--- src/hdl/ccr_pkg.sv ---
// Shared types and codes for the circle canvas rasterizer.
// No dependencies; every other file but the defines header imports it.
package ccr_pkg;

    typedef logic [1:0]         mode_t;
    typedef logic [1:0]         status_t;
    typedef logic [1:0]         cfg_index_t;
    typedef logic [8:0]         cfg_data_t;
    typedef logic [7:0]         byte_t;
    typedef logic signed [18:0] coord_t;
    typedef logic [17:0]        radius_t;
    typedef logic [35:0]        rsq_t;

    localparam mode_t MODE_DRAW  = 2'd0;
    localparam mode_t MODE_READ  = 2'd1;
    localparam mode_t MODE_CLEAR = 2'd2;

    localparam status_t STATUS_OK      = 2'd0;
    localparam status_t STATUS_INVALID = 2'd1;
    localparam status_t STATUS_OUTSIDE = 2'd2;

    localparam cfg_index_t CFG_WIDTH      = 2'd0;
    localparam cfg_index_t CFG_HEIGHT     = 2'd1;
    localparam cfg_index_t CFG_BACKGROUND = 2'd2;

    localparam byte_t KIND_FILLED  = 8'h43;
    localparam byte_t KIND_OUTLINE = 8'h63;

    localparam cfg_data_t RESET_SIZE       = 9'd1;
    localparam byte_t     RESET_BACKGROUND = 8'd32;

    typedef enum logic [2:0] {
        ST_IDLE,
        ST_SETUP,
        ST_SCAN,
        ST_DRAIN,
        ST_READ,
        ST_DONE
    } state_t;

    typedef struct packed {
        coord_t cx;
        coord_t cy;
        rsq_t   r_sq;
        rsq_t   rm_sq;
        logic   rm_neg;
        logic   outline;
        logic   clear;
    } job_t;

endpackage

--- src/hdl/ccr_dist.sv ---
// Three-stage squared-distance test: offsets, squares, sum and compare.
// Depends on ccr_pkg; drives the canvas write enable and address.
module ccr_dist #(
    parameter int IDX_W     = 8,
    parameter int ADDR_W    = 16,
    parameter int FRAC_BITS = 8
) (
    input  logic                clk,
    input  logic                rst_n,
    input  logic                issue,
    input  logic [IDX_W-1:0]    row,
    input  logic [IDX_W-1:0]    col,
    input  logic [ADDR_W-1:0]   addr,
    input  ccr_pkg::job_t       job,
    output logic                wr_en,
    output logic [ADDR_W-1:0]   wr_addr,
    output logic                busy
);
    import ccr_pkg::*;

    localparam int POS_W = IDX_W + FRAC_BITS;
    localparam int DX_W  = ((POS_W + 1 > 19) ? POS_W + 1 : 19) + 1;
    localparam int SQ_W  = 2 * DX_W;
    localparam int D2_W  = SQ_W + 1;

    logic [POS_W-1:0]       px;
    logic [POS_W-1:0]       py;
    logic signed [DX_W-1:0] dx_next;
    logic signed [DX_W-1:0] dy_next;
    logic signed [DX_W-1:0] dx_reg;
    logic signed [DX_W-1:0] dy_reg;
    logic [SQ_W-1:0]        dx2_reg;
    logic [SQ_W-1:0]        dy2_reg;
    logic [D2_W-1:0]        d2;
    logic                   cov;
    logic                   v1_reg;
    logic                   v2_reg;
    logic                   v3_reg;
    logic [ADDR_W-1:0]      a1_reg;
    logic [ADDR_W-1:0]      a2_reg;
    logic [ADDR_W-1:0]      a3_reg;

    assign px      = POS_W'(col) << FRAC_BITS;
    assign py      = POS_W'(row) << FRAC_BITS;
    assign dx_next = $signed({{(DX_W - POS_W){1'b0}}, px}) - DX_W'(job.cx);
    assign dy_next = $signed({{(DX_W - POS_W){1'b0}}, py}) - DX_W'(job.cy);

    assign d2  = D2_W'(dx2_reg) + D2_W'(dy2_reg);
    assign cov = job.clear ||
                 ((d2 <= D2_W'(job.r_sq)) &&
                  (!job.outline || job.rm_neg || (d2 > D2_W'(job.rm_sq))));

    always_ff @(posedge clk or negedge rst_n) begin
        if (!rst_n) begin
            v1_reg <= 1'b0;
            v2_reg <= 1'b0;
            v3_reg <= 1'b0;
        end
        else begin
            v1_reg <= issue;
            v2_reg <= v1_reg;
            v3_reg <= v2_reg && cov;
        end
    end

    always_ff @(posedge clk) begin
        dx_reg  <= dx_next;
        dy_reg  <= dy_next;
        a1_reg  <= addr;
        dx2_reg <= $unsigned(SQ_W'(dx_reg) * SQ_W'(dx_reg));
        dy2_reg <= $unsigned(SQ_W'(dy_reg) * SQ_W'(dy_reg));
        a2_reg  <= a1_reg;
        a3_reg  <= a2_reg;
    end

    assign wr_en   = v3_reg;
    assign wr_addr = a3_reg;
    assign busy    = v1_reg || v2_reg || v3_reg;

endmodule

--- config.mk ---
export PLATFORM = sky130hd
export DESIGN_NAME = ccr_dist
export DESIGN_NICKNAME = d
export VERILOG_FILES = /design/src/hdl/ccr_pkg.sv /design/src/hdl/ccr_dist.sv
export SDC_FILE = /design/constraint.sdc
export NUM_CORES = 2
export LEC_CHECK = 0
export BUFFER_PORTS_ARGS = -buffer_cell sky130_fd_sc_hd__buf_2
export CORE_MARGIN = 2
export CORE_UTILIZATION = 40
export CTS_CLUSTER_DIAMETER = 200
export CTS_CLUSTER_SIZE = 25
export DETAILED_ROUTE_END_ITERATION = 10
export GPL_ROUTABILITY_DRIVEN = 0
export PLACE_DENSITY = 0.56
export SETUP_SLACK_MARGIN = 0.3
export SLEW_MARGIN = 20
export SYNTH_ARGS = -nofsm -noshare
export SYNTH_HDL_FRONTEND = slang
export SYNTH_SLANG_ARGS = --single-unit
--- constraint.sdc ---
create_clock -name clk -period 14 [get_ports clk]
set_clock_uncertainty 0.1 [all_clocks]
set_input_delay 2.8 -clock clk [delete_from_list [all_inputs] [get_ports clk]]
set_output_delay 2.8 -clock clk [all_outputs]
set_load 0.1 [all_outputs]
[Word-level counts from Yosys, hierarchy flattened]
Cells that the tools add are included.
Word-level totals
  bits in registers: 171
  memory bits (read-only): 0
  bits of input ports: 148
  logic and storage cells: 25
  bits in writable memories: 0
  bits in latches: 0
  memories: 0
Cells by class
  equal/unequal tests: 0
  bitwise logic cells: 0
  add/subtract/negate cells: 3
  reduce and logical (&&, ||, !) cells: 8
  multipliers: 2
  magnitude comparators: 2
  muxes and demuxes: 0
  divide/modulo/power cells: 0
  shifts and indexed selects: 0
Operators with widths (count)
  multiplier 20 x 20 -> 40 bit: 2
  adder 40 x 40 -> 41 bit: 1
  greater-than comparator 41 x 36 -> 1 bit: 1
  <= comparator 41 x 36 -> 1 bit: 1
  subtractor 17 x 19 -> 20 bit: 2
  logical OR 1 bit: 5
  logical AND 1 bit: 2
  logical NOT 1 bit: 1

[Longest topological paths before layout]
  depth in word-level cells: 6
  depth in mapped cells: 28
  depth with buffers taken out: 26

[Worst setup path before layout]
Ideal clock, no wire load.
  path type: register to register
  start: register dx_reg[2]
  end: register dx2_reg[39]
  required time: 13.761 ns
  period minus slack after synthesis: 6.909 ns
  arrival: 6.671 ns
  cell stages (with the launch flop): 23
  buffers on the path: 2
  setup time: 0.139 ns
  setup slack: 7.091 ns
  cell sequence: dfxtp_1 clkbuf_1 clkbuf_1 nand2_1 fa_1 fa_1 inv_1 fa_1 inv_1 fa_1 inv_1 fa_1 fa_1 inv_1 fa_1 inv_1 ha_1 and3_1 a221oi_1 a21o_1 a21oi_1 o41ai_1 o211ai_1
On the way
  word-level cells in the longest chain between the ends: 1
RTL lines
  from (decl): RTL line ccr_dist.sv:30  | logic signed [DX_W-1:0] dx_reg;
  from (signal assigned): RTL line ccr_dist.sv:67  | dx_reg <= dx_next;
  multiplier 20 x 20 -> 40 bit: RTL line ccr_dist.sv:70  | dx2_reg <= $unsigned(SQ_W'(dx_reg) * SQ_W'(dx_reg));
  to (signal assigned): RTL line ccr_dist.sv:70
  to (decl): RTL line ccr_dist.sv:32  | logic [SQ_W-1:0] dx2_reg;
No other way between the ends.

[Worst setup path after layout]
  start: register dx_reg[7]
  end: register dx2_reg[39]
The elaborated chain is that of the path after synthesis.

==> out/results.txt <==
The kind of capture point of the worst setup path was a flip-flop. The number of global-route vias before repair came out at 26.3k. The logs give 3400 um^2 for the register area and 0 for the number of hold violations in the final report. The tools report the initial standard-cell utilization of the core as 40.2%.

TritonCTS built the clock tree. STA puts the critical path data required time at 14250 ps. The floorplan step defined a die boundary enclosing 91200 um^2. In the routed design, unresolved DRC markers number 0.

The horizontal extent of the die is 302 um, and the count of cell types in the netlist is 81. After clock tree synthesis, the clock-pin slew on the worst setup and hold paths is 70 ps. The number of DRC markers after the initial detailed-route iteration was 1223; the layout net count was 5169. The count of flip-flops with a built-in enable after synthesis was 0. The half-perimeter wire length after detailed placement is 70000 um.

The gate count after technology mapping is 3786. After synthesis, flip-flops and latches occupy 9.57% of the total area. Cells with a size suffix above 1 make up 6.73% of the layout.

The final max-slew violation count came out at 0. The number of nets handed over by synthesis was 5047. Once detail routing completed, the nets flagged for antenna violations numbered 0. Averaged over all synthesized cells, the footprint is 9.38 um^2. Buffers inserted to repair hold after CTS numbered 0. For this run, the detailed router's first-pass iteration total came to 5. The I/O pin count came out at 166.

In this run, synthesis produced a sequential element count of 169. Row generation in the floorplan step produced 109 rows. The share of flip-flops with an asynchronous set or reset after synthesis was 1.78%.

Worst min-delay path class: flip-flop to flip-flop. The number of clock sinks seen by CTS is 169. Global routing used 18.9% of the available tracks across all layers.

Summing over every cut layer, the via total after detailed routing is 24.4k. Sorting the synthesized cells by how often they occur yields sky130_fd_sc_hd__inv_1 (1021), sky130_fd_sc_hd__fa_1 (765), sky130_fd_sc_hd__ha_1 (348), sky130_fd_sc_hd__nand2_1 (309), sky130_fd_sc_hd__dfxtp_1 (166). Entering global routing, the biggest net connects 40 pins.

Top flip-flop cell by instance count after synthesis: sky130_fd_sc_hd__dfxtp_1. The core region is 88200 um^2. The tools report the end-of-flow core utilization as 43.3%. The tools report the overflow left after global routing as 0. The worst pin sits at a relative slew slack of 20.8%. The synthesis-to-layout area growth works out to 7.69%. For the number of antenna violations at the first check in global routing, the log shows 0. The kind of critical path was flip-flop to flip-flop. Static timing analysis puts the maximum clock frequency at 0.128 GHz.

The first global-routing pass estimated 134000 um of wire. Maximum count of clock buffers along a single path: 2. Number of filler cells placed in the layout: 8722. Yosys printed 0 warnings. Clock period minus worst slack: 7800 ps. Measured along the y axis, the die boundary spans 302 um.

The repair_antennas step left the layout with diodes totalling 0. At the later pin of the worst-skew pair, clock insertion delay measures 480 ps. Setup repair after global routing left no endpoint under its margin. The post-detailed-route via-to-cell ratio was 4.80.

Summed over all instances, the cell type with the most area after synthesis is sky130_fd_sc_hd__fa_1. The count of buffers inserted at the top-level ports is 165, and the final cycle utilization of the critical path is 55.7%. sky130_fd_sc_hd__inv_1 is the most common cell in the netlist. Of the post-synthesis cell area, the dominant cell type holds 43.1%. The run finished with clean final reports. The post-route setup TNS is 0 ps, and the number of violations of the max-capacitance limit is 0. The post-CTS resize count is 0. The total detailed-routing wirelength was 80800 um; the maximum fanout along the worst path was 23.

At the pin with the least slew margin, the transition time is 1180 ps. After synthesis the cells add up to 35500 um^2. The worst setup path is launched from a flip-flop. The number of H-tree levels came out at 4. Dividing the detail-routed wire length by the instance count gives 15.9 um. The post-CTS setup-driven buffer insertion count was 0; the TritonCTS buffer count was 17. Arrival time at the worst endpoint: 8060 ps. Setup violations remaining at the end of the flow were counted as 0. By area the synthesized netlist is led by sky130_fd_sc_hd__fa_1 (43%), sky130_fd_sc_hd__ha_1 (12%), sky130_fd_sc_hd__inv_1 (11%). Root buffer cell: sky130_fd_sc_hd__clkbuf_16. Summing all multi-input logic gate instances after layout gives 28000 um^2.
==> layout make-up <==
type / instances / area share (%)
multi-input cells: 2509 / 73.1
well taps: 1165 / 3.81
clock buffers: 17 / 1.11
clock inverters: 15 / 0.402
flip-flops and latches: 169 / 8.89
inverters: 1021 / 10.0
repair buffers: 190 / 2.65
==> layer usage <==
metal  global-route usage, %  wire length [um]
met3                    2.48              3370
met4                    5.28              1720
met5                       0                 0
met1                    25.6             36600
met2                    31.9             39100
==> stage by stage <==
stage	setup WS [ps]	hold slack (ps)	instance area, um^2	std cells
3_5_place_dp	6120	212	37700	5054
5_1_grt	5610	232	38200	5086
6_report	6200	225	38200	5086
2_1_floorplan	7090	210	35500	3786
4_1_cts	6110	225	38200	5086
3_3_place_gp	6190	210	37700	5054
==> path summary, 6_finish.rpt <==
kind | to | startpoint | slack, ps | cells after the start
worst max register to register | dx2_reg[39] | dx_reg[7] | 6200 | 23
max in group asynchronous | v2_reg | rst_n | 11700 | 1
worst min-delay path | wr_addr[1] | a2_reg[1] | 230 | 0
worst max-delay path | dx2_reg[39] | dx_reg[7] | 6200 | 23
worst min register to register | wr_addr[1] | a2_reg[1] | 230 | 0
min in group asynchronous | wr_en | rst_n | 2000 | 1
==> critical path, cell delays in order, from the launching register on <==
cell                        delay [ps]
sky130_fd_sc_hd__dfxtp_1           910
sky130_fd_sc_hd__nand2_1           220
sky130_fd_sc_hd__fa_1              500
sky130_fd_sc_hd__fa_1              540
sky130_fd_sc_hd__inv_1              50
sky130_fd_sc_hd__fa_1              470
sky130_fd_sc_hd__fa_1              510
sky130_fd_sc_hd__inv_1              50
sky130_fd_sc_hd__fa_1              520
sky130_fd_sc_hd__inv_1              50
sky130_fd_sc_hd__fa_1              470
sky130_fd_sc_hd__inv_1              50
sky130_fd_sc_hd__fa_1              520
sky130_fd_sc_hd__inv_1              50
sky130_fd_sc_hd__ha_1              370
sky130_fd_sc_hd__and4_1            300
sky130_fd_sc_hd__o2111a_1          210
sky130_fd_sc_hd__o31ai_1           110
sky130_fd_sc_hd__a311oi_1          830
sky130_fd_sc_hd__o2111ai_1         240
sky130_fd_sc_hd__a21oi_1           310
sky130_fd_sc_hd__o41ai_1           150
sky130_fd_sc_hd__nand2_1            70
sky130_fd_sc_hd__o211ai_1           80
==> cell families after synthesis <==
group / after synthesis / synth area share [%]
adder cells (fa/ha/maj): 1113 / 55.4
XOR/XNOR: 161 / 3.97
flip-flops: 169 / 9.57
buffers and inverters: 1108 / 11.7
AO/OA/AOI/OAI: 411 / 7.94
AND/OR/NAND/NOR: 817 / 11.2
multiplexers: 7 / 0.204
==> cells in the final DEF (no fill, tap or decap), types with 8 or more instances in the layout <==
| master | n |
|---|---|
| sky130_fd_sc_hd__nor2b_1 | 40 |
| sky130_fd_sc_hd__o211ai_1 | 13 |
| sky130_fd_sc_hd__nor3_1 | 40 |
| sky130_fd_sc_hd__dfxtp_1 | 166 |
| sky130_fd_sc_hd__o21ai_1 | 8 |
| sky130_fd_sc_hd__a21o_1 | 55 |
| sky130_fd_sc_hd__a21oi_1 | 115 |
| sky130_fd_sc_hd__o21ai_0 | 55 |
| sky130_fd_sc_hd__a31oi_1 | 11 |
| sky130_fd_sc_hd__nand3_1 | 35 |
| sky130_fd_sc_hd__and3_1 | 8 |
| sky130_fd_sc_hd__xor2_1 | 43 |
| sky130_fd_sc_hd__nand2_1 | 309 |
| sky130_fd_sc_hd__fa_1 | 765 |
| sky130_fd_sc_hd__a211oi_1 | 20 |
| sky130_fd_sc_hd__buf_2 | 165 |
| sky130_fd_sc_hd__buf_4 | 25 |
| sky130_fd_sc_hd__ha_1 | 348 |
| sky130_fd_sc_hd__o21bai_1 | 15 |
| sky130_fd_sc_hd__nor2_1 | 136 |
| sky130_fd_sc_hd__nand4_1 | 22 |
| sky130_fd_sc_hd__inv_1 | 1021 |
| sky130_fd_sc_hd__clkbuf_16 | 17 |
| sky130_fd_sc_hd__xnor2_1 | 118 |
| sky130_fd_sc_hd__a211o_1 | 8 |
| sky130_fd_sc_hd__nand2b_1 | 22 |
| sky130_fd_sc_hd__a31o_2 | 10 |
| sky130_fd_sc_hd__nor4_1 | 10 |
| sky130_fd_sc_hd__and2_1 | 154 |
| sky130_fd_sc_hd__o21a_1 | 28 |
Power is left out: the tool's default activity adds up to more than one toggle a clock period on the data nets, which glitch-free logic cannot reach.
